==> config.mk <==
export PLATFORM = sky130hd
export DESIGN_NAME = adc_request_scan_sequencer_top
export DESIGN_NICKNAME = d
export VERILOG_FILES = /design/src/adcss_pkg.sv /design/src/adcss_div.sv /design/src/adc_request_scan_sequencer_top.sv
export VERILOG_INCLUDE_DIRS = /design/src /design/src/src
export SDC_FILE = /design/constraint.sdc
export NUM_CORES = 1
export LEC_CHECK = 0
export ABC_AREA = 1
export BUFFER_PORTS_ARGS = -buffer_cell sky130_fd_sc_hd__buf_4
export CAP_MARGIN = 20
export CORE_MARGIN = 8
export CORE_UTILIZATION = 55
export CTS_CLUSTER_SIZE = 24
export DETAILED_ROUTE_END_ITERATION = 16
export PLACE_DENSITY = 0.79
export SETUP_SLACK_MARGIN = 0.5
export SLEW_MARGIN = 10
export SYNTH_ARGS = -nofsm -noshare
export SYNTH_HDL_FRONTEND = slang
export SYNTH_SLANG_ARGS = --single-unit
==> constraint.sdc <==
create_clock -name clk -period 3.2 [get_ports clk]
set_input_delay 0.16 -clock clk [delete_from_list [all_inputs] [get_ports clk]]
set_output_delay 0.16 -clock clk [all_outputs]
set_load 0.01 [all_outputs]
==> src/adc_request_scan_sequencer_top_defines.svh <==
// assertion macros for the adc request scan sequencer
// used by the top level and the serial divider; expects clk and arst_n in scope
`ifndef ADC_REQUEST_SCAN_SEQUENCER_TOP_DEFINES_SVH
`define ADC_REQUEST_SCAN_SEQUENCER_TOP_DEFINES_SVH

`ifndef SYNTH
`define ADCSS_ASSERT(name, prop, msg) \
	name: assert property (@(posedge clk) disable iff (!arst_n) prop) else $error(msg);
`define ADCSS_ASSERT_ALWAYS(name, prop, msg) \
	name: assert property (@(posedge clk) prop) else $error(msg);
`else
`define ADCSS_ASSERT(name, prop, msg)
`define ADCSS_ASSERT_ALWAYS(name, prop, msg)
`endif

`endif

==> src/adcss_pkg.sv <==
// shared types, codes and constants of the adc request scan sequencer
// no dependencies; imported by the serial divider and the top level
package adcss_pkg;

	localparam int ACTION_W = 2;
	localparam int PORT_W   = 4;
	localparam int SAMPLE_W = 10;
	localparam int CHAN_W   = 5;
	localparam int OWNER_W  = 8;
	localparam int STATUS_W = 2;
	localparam int VALUE_W  = 16;

	// scaling by 1024 before the divide
	localparam int SCALE_SHIFT = 10;
	localparam int DIVIDEND_W  = SAMPLE_W + SCALE_SHIFT;

	localparam int IN_DATA_W   = 32;
	localparam int OUT_DATA_W  = 40;

	localparam int NUM_PORTS_DEF       = 16;
	localparam int BANDGAP_PORT_DEF    = 14;
	localparam int GROUND_PORT_DEF     = 15;
	localparam int RSSI_PORT_DEF       = 0;
	localparam int BANDGAP_CHANNEL_DEF = 30;
	localparam int GROUND_CHANNEL_DEF  = 31;

	localparam logic [SAMPLE_W-1:0] REF_RESET  = 10'd381;
	localparam logic [OWNER_W-1:0]  NULL_OWNER = 8'hFF;
	localparam logic [VALUE_W-1:0]  VALUE_SAT  = 16'hFFFF;

	typedef enum logic [ACTION_W-1:0] {
		ACT_SINGLE = 2'd0,
		ACT_CONT   = 2'd1,
		ACT_DONE   = 2'd2,
		ACT_BIND   = 2'd3
	} action_t;

	typedef enum logic [STATUS_W-1:0] {
		STS_OK         = 2'd0,
		STS_BUSY       = 2'd1,
		STS_INVALID    = 2'd2,
		STS_UNEXPECTED = 2'd3
	} status_t;

	typedef enum logic [2:0] {
		S_IDLE,
		S_EXEC,
		S_SCAN,
		S_DIV,
		S_EMIT
	} seq_state_t;

	typedef struct packed {
		logic                start;
		logic [SAMPLE_W-1:0] sample;
		logic [SAMPLE_W-1:0] divisor;
	} div_req_t;

	typedef struct packed {
		logic               done;
		logic [VALUE_W-1:0] quotient;
	} div_stat_t;

endpackage

==> src/adcss_div.sv <==
// restoring serial divider: (sample << 10) / divisor, one quotient bit per cycle
// depends on adcss_pkg and the assertion macro header
`include "adc_request_scan_sequencer_top_defines.svh"

module adcss_div import adcss_pkg::*; (
	input  logic      clk,
	input  logic      arst_n,
	input  div_req_t  req,
	output div_stat_t stat
);

	localparam int CNT_W = $clog2(DIVIDEND_W + 1);

	logic                  busy_q;
	logic                  done_q;
	logic [CNT_W-1:0]      cnt_q;
	logic [SAMPLE_W-1:0]   rem_q;
	logic [SAMPLE_W-1:0]   dsor_q;
	logic [DIVIDEND_W-1:0] quo_q;

	logic [SAMPLE_W:0]     trial;
	logic [SAMPLE_W:0]     diff;
	logic                  fits;
	logic [SAMPLE_W-1:0]   rem_nxt;

	// shift in the next dividend bit and try a subtract
	always_comb begin
		trial   = {rem_q, quo_q[DIVIDEND_W-1]};
		diff    = trial - {1'b0, dsor_q};
		fits    = (trial >= {1'b0, dsor_q});
		rem_nxt = fits ? diff[SAMPLE_W-1:0] : trial[SAMPLE_W-1:0];
	end

	always_ff @(posedge clk or negedge arst_n) begin
		if (!arst_n) begin
			busy_q <= 1'b0;
			done_q <= 1'b0;
			cnt_q  <= '0;
		end else begin
			done_q <= busy_q && (cnt_q == '0);
			if (req.start) begin
				busy_q <= 1'b1;
				cnt_q  <= CNT_W'(DIVIDEND_W - 1);
			end else if (busy_q) begin
				if (cnt_q == '0) begin
					busy_q <= 1'b0;
				end else begin
					cnt_q <= cnt_q - 1'b1;
				end
			end
		end
	end

	// quotient bits shift in where dividend bits shift out
	always_ff @(posedge clk) begin
		if (req.start) begin
			quo_q  <= {req.sample, {SCALE_SHIFT{1'b0}}};
			rem_q  <= '0;
			dsor_q <= req.divisor;
		end else if (busy_q) begin
			quo_q <= {quo_q[DIVIDEND_W-2:0], fits};
			rem_q <= rem_nxt;
		end
	end

	assign stat.done     = done_q;
	assign stat.quotient = quo_q[VALUE_W-1:0];

	`ADCSS_ASSERT(a_div_no_restart, req.start |-> !busy_q, "divider restarted while busy")
	`ADCSS_ASSERT(a_div_done_after_last, done_q |-> $past(busy_q && (cnt_q == '0)), "divider done without last step")

endmodule

==> src/adc_request_scan_sequencer_top.sv <==
// adc request scan sequencer: request bookkeeping, round-robin scan, scaled report
// depends on adcss_pkg, adcss_div and the assertion macro header
// sequence: a request, bind or idle completion word goes from accept through exec to emit;
//   other completions pass through the round-robin scan first and, when scaled, the serial divider
// flow: one word at a time, accepted again in the cycle after its result loads the output reg
// reset: async active low; masks, current port cleared, reference 381, default maps, null owners
`include "adc_request_scan_sequencer_top_defines.svh"

module adc_request_scan_sequencer_top import adcss_pkg::*; #(
	parameter int NUM_PORTS       = NUM_PORTS_DEF,
	parameter int BANDGAP_PORT    = BANDGAP_PORT_DEF,
	parameter int GROUND_PORT     = GROUND_PORT_DEF,
	parameter int RSSI_PORT       = RSSI_PORT_DEF,
	parameter int BANDGAP_CHANNEL = BANDGAP_CHANNEL_DEF,
	parameter int GROUND_CHANNEL  = GROUND_CHANNEL_DEF
) (
	input  logic                  clk,
	input  logic                  arst_n,
	input  logic                  s_axis_tvalid,
	output logic                  s_axis_tready,
	// port[3:0], sample[13:4], mux_channel[18:14], owner_id[26:19], zeros above
	input  logic [IN_DATA_W-1:0]  s_axis_tdata,
	// action[1:0]
	input  logic [ACTION_W-1:0]   s_axis_tuser,
	output logic                  m_axis_tvalid,
	input  logic                  m_axis_tready,
	// start_valid[0], start_channel[5:1], ready_valid[6], ready_port[10:7],
	// ready_value[26:11], ready_owner[34:27], zeros above
	output logic [OUT_DATA_W-1:0] m_axis_tdata,
	// status[1:0]
	output logic [STATUS_W-1:0]   m_axis_tuser
);

	localparam int PW = $clog2(NUM_PORTS);
	localparam int PAD_W = OUT_DATA_W - (1 + CHAN_W + 1 + PORT_W + VALUE_W + OWNER_W);

	// sequencer
	seq_state_t state_q, state_nxt;

	// block state
	logic [NUM_PORTS-1:0] pend_q;
	logic [NUM_PORTS-1:0] cont_q;
	logic [PW-1:0]        cur_port_q;
	logic [SAMPLE_W-1:0]  ref_q;
	logic [CHAN_W-1:0]    chan_map_q  [NUM_PORTS];
	logic [OWNER_W-1:0]   owner_map_q [NUM_PORTS];

	// captured word
	action_t              act_q;
	logic [PORT_W-1:0]    port_q;
	logic [SAMPLE_W-1:0]  sample_q;
	logic [CHAN_W-1:0]    bchan_q;
	logic [OWNER_W-1:0]   bowner_q;

	// working registers of a completion
	logic [PW-1:0]        done_port_q;
	logic [PW-1:0]        scan_q;

	// result being built
	status_t              r_status_q;
	logic                 r_sv_q;
	logic [CHAN_W-1:0]    r_sch_q;
	logic                 r_rv_q;
	logic [PORT_W-1:0]    r_rport_q;
	logic [VALUE_W-1:0]   r_rval_q;
	logic [OWNER_W-1:0]   r_rown_q;

	// output register
	logic                  m_valid_q;
	logic [OUT_DATA_W-1:0] m_data_q;
	logic [STATUS_W-1:0]   m_user_q;

	// decode
	logic                 port_ok;
	logic                 port_fixed;
	logic [PW-1:0]        pidx;
	logic [PW-1:0]        scan_nxt;
	logic                 scan_end;
	logic                 scan_hit;
	logic [PW-1:0]        chan_rd_idx;
	logic [CHAN_W-1:0]    chan_rd;
	logic                 done_is_rssi;
	logic                 done_is_bg;
	logic                 cur_is_rssi;
	logic                 cur_is_bg;
	logic                 need_div;
	logic                 out_free;
	logic                 emit_load;
	logic                 accept;

	div_req_t             div_req;
	div_stat_t            div_stat;

	assign accept   = s_axis_tvalid && s_axis_tready;
	assign out_free = !m_valid_q || m_axis_tready;

	always_comb begin
		port_ok    = ({1'b0, port_q} < (PORT_W + 1)'(NUM_PORTS));
		port_fixed = (port_q == PORT_W'(BANDGAP_PORT)) || (port_q == PORT_W'(GROUND_PORT));
		pidx       = port_q[PW-1:0];
		// round-robin step with wrap at the last port
		scan_nxt   = (scan_q == PW'(NUM_PORTS - 1)) ? '0 : scan_q + 1'b1;
		scan_hit   = (pend_q != '0) && pend_q[scan_nxt];
		scan_end   = (pend_q == '0) || pend_q[scan_nxt];
		// single read port on the channel map
		chan_rd_idx = (state_q == S_SCAN) ? scan_nxt : pidx;
		chan_rd     = chan_map_q[chan_rd_idx];
		cur_is_rssi  = (PORT_W'(cur_port_q) == PORT_W'(RSSI_PORT));
		cur_is_bg    = (PORT_W'(cur_port_q) == PORT_W'(BANDGAP_PORT));
		done_is_rssi = (PORT_W'(done_port_q) == PORT_W'(RSSI_PORT));
		done_is_bg   = (PORT_W'(done_port_q) == PORT_W'(BANDGAP_PORT));
		need_div     = !done_is_rssi && !done_is_bg && (ref_q != '0);
	end

	// next state
	always_comb begin
		state_nxt = state_q;
		case (state_q)
			S_IDLE: begin
				if (s_axis_tvalid) state_nxt = S_EXEC;
			end
			S_EXEC: begin
				if (act_q == ACT_DONE && pend_q != '0) state_nxt = S_SCAN;
				else state_nxt = S_EMIT;
			end
			S_SCAN: begin
				if (scan_end) state_nxt = need_div ? S_DIV : S_EMIT;
			end
			S_DIV: begin
				if (div_stat.done) state_nxt = S_EMIT;
			end
			S_EMIT: begin
				if (out_free) state_nxt = S_IDLE;
			end
			default: state_nxt = S_IDLE;
		endcase
	end

	// sequencer outputs
	always_comb begin
		s_axis_tready  = (state_q == S_IDLE);
		emit_load      = (state_q == S_EMIT) && out_free;
		div_req.start  = (state_q == S_SCAN) && scan_end && need_div;
		div_req.sample = sample_q;
		div_req.divisor = ref_q;
	end

	adcss_div u_div (
		.clk    (clk),
		.arst_n (arst_n),
		.req    (div_req),
		.stat   (div_stat)
	);

	// control and mapping state
	always_ff @(posedge clk or negedge arst_n) begin
		if (!arst_n) begin
			state_q    <= S_IDLE;
			pend_q     <= '0;
			cont_q     <= '0;
			cur_port_q <= '0;
			ref_q      <= REF_RESET;
			m_valid_q  <= 1'b0;
			for (int i = 0; i < NUM_PORTS; i++) begin
				// ground is checked before bandgap, so it wins if they coincide
				if (i == GROUND_PORT) chan_map_q[i] <= CHAN_W'(GROUND_CHANNEL);
				else if (i == BANDGAP_PORT) chan_map_q[i] <= CHAN_W'(BANDGAP_CHANNEL);
				else chan_map_q[i] <= CHAN_W'(i);
				owner_map_q[i] <= NULL_OWNER;
			end
		end else begin
			state_q <= state_nxt;
			if (emit_load) m_valid_q <= 1'b1;
			else if (m_axis_tready) m_valid_q <= 1'b0;

			if (state_q == S_EXEC) begin
				case (act_q)
					ACT_SINGLE, ACT_CONT: begin
						if (port_ok && !pend_q[pidx]) begin
							pend_q[pidx] <= 1'b1;
							if (act_q == ACT_CONT) cont_q[pidx] <= 1'b1;
							// nothing was running: this port starts at once
							if (pend_q == '0) cur_port_q <= pidx;
						end
					end
					ACT_BIND: begin
						if (port_ok && !port_fixed) begin
							chan_map_q[pidx]  <= bchan_q;
							owner_map_q[pidx] <= bowner_q;
						end
					end
					ACT_DONE: begin
						if (pend_q != '0) begin
							if (cur_is_bg) ref_q <= sample_q;
							// continuous ports stay pending
							if (!cont_q[cur_port_q]) pend_q[cur_port_q] <= 1'b0;
						end
					end
					default: ;
				endcase
			end

			if (state_q == S_SCAN && scan_hit) cur_port_q <= scan_nxt;
		end
	end

	// word capture, result assembly, output payload
	always_ff @(posedge clk) begin
		if (accept) begin
			act_q    <= action_t'(s_axis_tuser);
			port_q   <= s_axis_tdata[PORT_W-1:0];
			sample_q <= s_axis_tdata[PORT_W +: SAMPLE_W];
			bchan_q  <= s_axis_tdata[PORT_W + SAMPLE_W +: CHAN_W];
			bowner_q <= s_axis_tdata[PORT_W + SAMPLE_W + CHAN_W +: OWNER_W];
		end

		case (state_q)
			S_EXEC: begin
				r_status_q  <= STS_OK;
				r_sv_q      <= 1'b0;
				r_sch_q     <= '0;
				r_rv_q      <= 1'b0;
				r_rport_q   <= '0;
				r_rval_q    <= '0;
				r_rown_q    <= '0;
				done_port_q <= cur_port_q;
				scan_q      <= cur_port_q;
				case (act_q)
					ACT_SINGLE, ACT_CONT: begin
						if (!port_ok) begin
							r_status_q <= STS_INVALID;
						end else if (pend_q[pidx]) begin
							r_status_q <= STS_BUSY;
						end else if (pend_q == '0) begin
							r_sv_q  <= 1'b1;
							r_sch_q <= chan_rd;
						end
					end
					ACT_BIND: begin
						if (!port_ok || port_fixed) r_status_q <= STS_INVALID;
					end
					ACT_DONE: begin
						if (pend_q == '0) begin
							r_status_q <= STS_UNEXPECTED;
						end else if (cur_is_rssi || !cur_is_bg) begin
							// rssi goes out raw, a zero reference saturates
							r_rv_q    <= 1'b1;
							r_rport_q <= PORT_W'(cur_port_q);
							r_rown_q  <= owner_map_q[cur_port_q];
							if (cur_is_rssi) r_rval_q <= VALUE_W'(sample_q);
							else r_rval_q <= VALUE_SAT;
						end
					end
					default: ;
				endcase
			end
			S_SCAN: begin
				scan_q <= scan_nxt;
				if (scan_hit) begin
					r_sv_q  <= 1'b1;
					r_sch_q <= chan_rd;
				end
			end
			S_DIV: begin
				if (div_stat.done) r_rval_q <= div_stat.quotient;
			end
			default: ;
		endcase

		if (emit_load) begin
			m_data_q <= {{PAD_W{1'b0}}, r_rown_q, r_rval_q, r_rport_q, r_rv_q, r_sch_q, r_sv_q};
			m_user_q <= r_status_q;
		end
	end

	assign m_axis_tvalid = m_valid_q;
	assign m_axis_tdata  = m_data_q;
	assign m_axis_tuser  = m_user_q;

	`ADCSS_ASSERT(a_cont_is_pending, (cont_q & ~pend_q) == '0, "continuous port not pending")
	`ADCSS_ASSERT(a_ref_only_on_done, !$stable(ref_q) |-> $past(state_q == S_EXEC && act_q == ACT_DONE), "reference changed outside a completion")
	`ADCSS_ASSERT(a_div_nonzero_ref, div_req.start |-> (ref_q != '0), "divide started with zero reference")

endmodule

==> results.json <==
{
  "status": "finished clean",
  "crit_family": "simple AND/OR/NAND/NOR gates",
  "place_area_um2": 19700,
  "pwr-share-clk_pct": 24.4,
  "worstHoldPathType": "in2reg",
  "utilization_pct": 62.9,
  "dieArea_um2": 40800,
  "grt_usage_pct": 23.3,
  "ir_drop_mv": 0.462,
  "yosys.area.top_type": "dfstp_2",
  "dr_wl_met3_um": 4040,
  "cp-start-kind": "flip-flop",
  "timing_hold_violations_final": 0,
  "power_switching_mw": 7.36,
  "core_area_um2": 34300,
  "drtIter0Drc": 1514,
  "synthMostInstantiatedCell": "nand2_1",
  "slowest_delay_ps": 460,
  "clkSlewWorstSetupHoldPaths_ps": 60,
  "worst_pin_slew_ps": 735,
  "routed.top_layer": "met4",
  "synthCells": 2043,
  "cp_max_fo": 11,
  "finalMaxSlewViolations": 0,
  "nets": 2145,
  "syn_area_um2": 19000,
  "ys.flop_type": "dfstp_2",
  "p_comb_share_pct": 31.0,
  "cp-end-kind": "flip-flop",
  "required_ps": 3660,
  "dp_hpwl_um": 31200,
  "power_leakage_nw": 9.08,
  "synth_cell_types": 46,
  "chipHeight_um": 202,
  "cts_buffers": 43,
  "min_period_ps": 2510,
  "rows": 68,
  "grt_max_degree": 93,
  "synth_area_leaders": "dfstp_2 23%, edfxtp_1 21%, dfrtp_1 13%",
  "grt.overflow.total": 0,
  "final_area_um2": 21600,
  "drc_errors": 0,
  "vias": 14897,
  "path_class": "reg2reg",
  "postRouteAntennaNets": 0,
  "pin_count": 82,
  "avgSynthCellArea_um2": 9.31,
  "fmax_mhz": 398,
  "cp_slowest_cell": "edfxtp_1",
  "path_buf_inv": 5,
  "drive_gt1_share_pct": 19.3,
  "ys_warn_count": 0,
  "wl_met2_um": 23200,
  "fin_setup_tns_ps": 0,
  "post_drt_wl_per_cell_um": 18.7,
  "cap_violations": 0,
  "die_w_um": 202,
  "wl_met1_um": 19600,
  "netlist_top_cells_count": "534 x nand2_1, 219 x nand3_1, 169 x dfstp_2, 152 x inv_1, 131 x edfxtp_1",
  "yosysTopAreaCellShare_pct": 23.3,
  "synth_edf_count": 131,
  "root_buffer": "clkbuf_16",
  "via_per_inst": 5.77,
  "antenna_found_initial": 0,
  "io_buffers": 71,
  "swShare_pct": 36.4,
  "worstPathArrival_ps": 2980,
  "power.density_nw_per_um2": 938,
  "power_frac_seq_pct": 44.5,
  "final-setup-viol-count": 0,
  "antenna_cells": 0,
  "finalCritPeriodShare_pct": 78.5,
  "ys_seq_elements": 416,
  "place_congestion": 0.915,
  "synth_seq_area_share_pct": 58.7,
  "h-tree-depth": 2,
  "routed_wl_um": 48400,
  "fin_skew_ps": 13.2,
  "initial_core_util_pct": 55.5,
  "first_pass_iters": 6,
  "p_int_mw": 12.9,
  "clock-sinks": 416,
  "syn2layout_area_growth_pct": 13.2,
  "grt_pass1_vias": 14542,
  "path_cells": "ha_1, nand2_1, inv_1, nor2_2, inv_1, nand3_1, nand3_2, nand2_2, nand2_4, nand2_2, clkinvlp_4, buf_12, buf_4, nor2_1",
  "clk_latency_ps": 540,
  "slew_headroom_pct": 50.6,
  "rsz0062_at_grt": "no",
  "async_flop_share_pct": 63.7,
  "grt_pass1_wl_um": 77500,
  "clk_path_buf_depth": 3,
  "cts_tree": "yes"
}
==> worst paths after layout <==
path                       cells past startpoint               end           from  slack [ps]
setup / recovery                              14    u_div.cnt_q[2]      scan_q[0]         690
hold / removal                                 5        state_q[0]  s_axis_tvalid         140
setup reg to reg                              14    u_div.cnt_q[2]      scan_q[0]         690
hold reg to reg                                0     chan_map_q[1]  chan_map_q[1]         370
max in group asynchronous                      3  owner_map_q[115]         arst_n        2000
min in group asynchronous                      2    chan_map_q[34]         arst_n         190
==> cell usage in the layout, fill, tap and decap left out, drive strengths merged, types with 31 or more instances in the layout <==
| master | synthesis | final |
|---|---|---|
| a22oi | 33 | 33 |
| buf | 55 | 109 |
| clkbuf | 84 | 61 |
| dfrtp | 96 | 96 |
| dfstp | 169 | 169 |
| dlygate4sd3 | 0 | 31 |
| edfxtp | 131 | 131 |
| inv | 155 | 155 |
| nand2 | 550 | 550 |
| nand3 | 220 | 220 |
| nor2 | 93 | 93 |
| o21ai | 266 | 266 |
| o21bai | 31 | 31 |
==> power by group through the flow <==
| stage | Clock [mW] | Sequential, mW | Combinational [mW] |
|---|---|---|---|
| after floorplan | 0 | 8.69 | 4.24 |
| after global placement | 0 | 8.95 | 5.83 |
| final | 4.94 | 9.00 | 6.27 |
| after detailed placement | 0 | 9.02 | 6.01 |
| after global routing | 5.21 | 9.18 | 6.95 |
| after CTS | 4.99 | 8.96 | 6.14 |
==> kinds of logic after synthesis <==
| logic type | Yosys count | synth area share, % |
|---|---|---|
| AO/OA/AOI/OAI | 386 | 11.6 |
| buffers and inverters | 298 | 7.02 |
| XOR/XNOR | 7 | 0.322 |
| flip-flops | 416 | 58.7 |
| multiplexers | 19 | 1.07 |
| AND/OR/NAND/NOR | 902 | 20.3 |
| adder cells (fa/ha/maj) | 14 | 0.960 |
| other | 1 | 0.0197 |
==> per-stage QoR <==
step | power [mW] | hold slack [ps] | std cells | worst slack (ps)
floorplan | 12.9 | -136 | 2047 | 687
global placement | 14.8 | 204 | 2468 | 299
detailed placement | 15.0 | 213 | 2469 | 278
CTS | 20.1 | 130 | 2583 | 504
global route | 21.3 | 192 | 2583 | 510
finish | 20.2 | 144 | 2583 | 687
==> tightest hold or removal path, delay by kind of cell <==
family,cells,cell delay (ps)
AOI/OAI and AO/OA,1,160
and+or+nand+nor,3,200
buffers and inverters,1,120
==> layout make-up <==
| type | instances | area, um^2 |
|---|---|---|
| Inverter | 159 | 607 |
| Timing Repair Buffer | 140 | 1200 |
| Clock buffer | 61 | 1200 |
| Sequential cell | 416 | 11200 |
| Fill cell | 2731 | 12700 |
| Multi-Input combinational cell | 1333 | 6610 |
| Clock inverter | 19 | 185 |
| Tap cell | 455 | 569 |
==> what timing repair did <==
item / CTS / global route
endpoints found under the setup margin: 101 / 69
hold buffers: 31 / 0
gates resized for setup: 11 / 12
buffers inserted: 3 / 0
endpoints found under the hold margin: 57 / 0
pin swaps: 1 / 0
gates cloned: 0 / 0
==> metal layers <==
metal	GRT usage, %	up-vias
met5	0	-
met4	8.95	0
met3	3.87	114
met2	38.8	686
met1	30.3	7186
li1	-	6911
==> state kept, by name, summed over array words and instances, names as in the netlist, 5 cells and up <==
signal and count:
bchan_q 5, bowner_q 8, chan_map_q 80, cont_q 16
m_axis_tdata 35, owner_map_q 128, pend_q 16, r_rown_q 8
r_rval_q 16, r_sch_q 5, ref_q 10, sample_q 10
u_div.cnt_q 5, u_div.dsor_q 10, u_div.quo_q 20, u_div.rem_q 10
(Power assumes the default switching activity.)
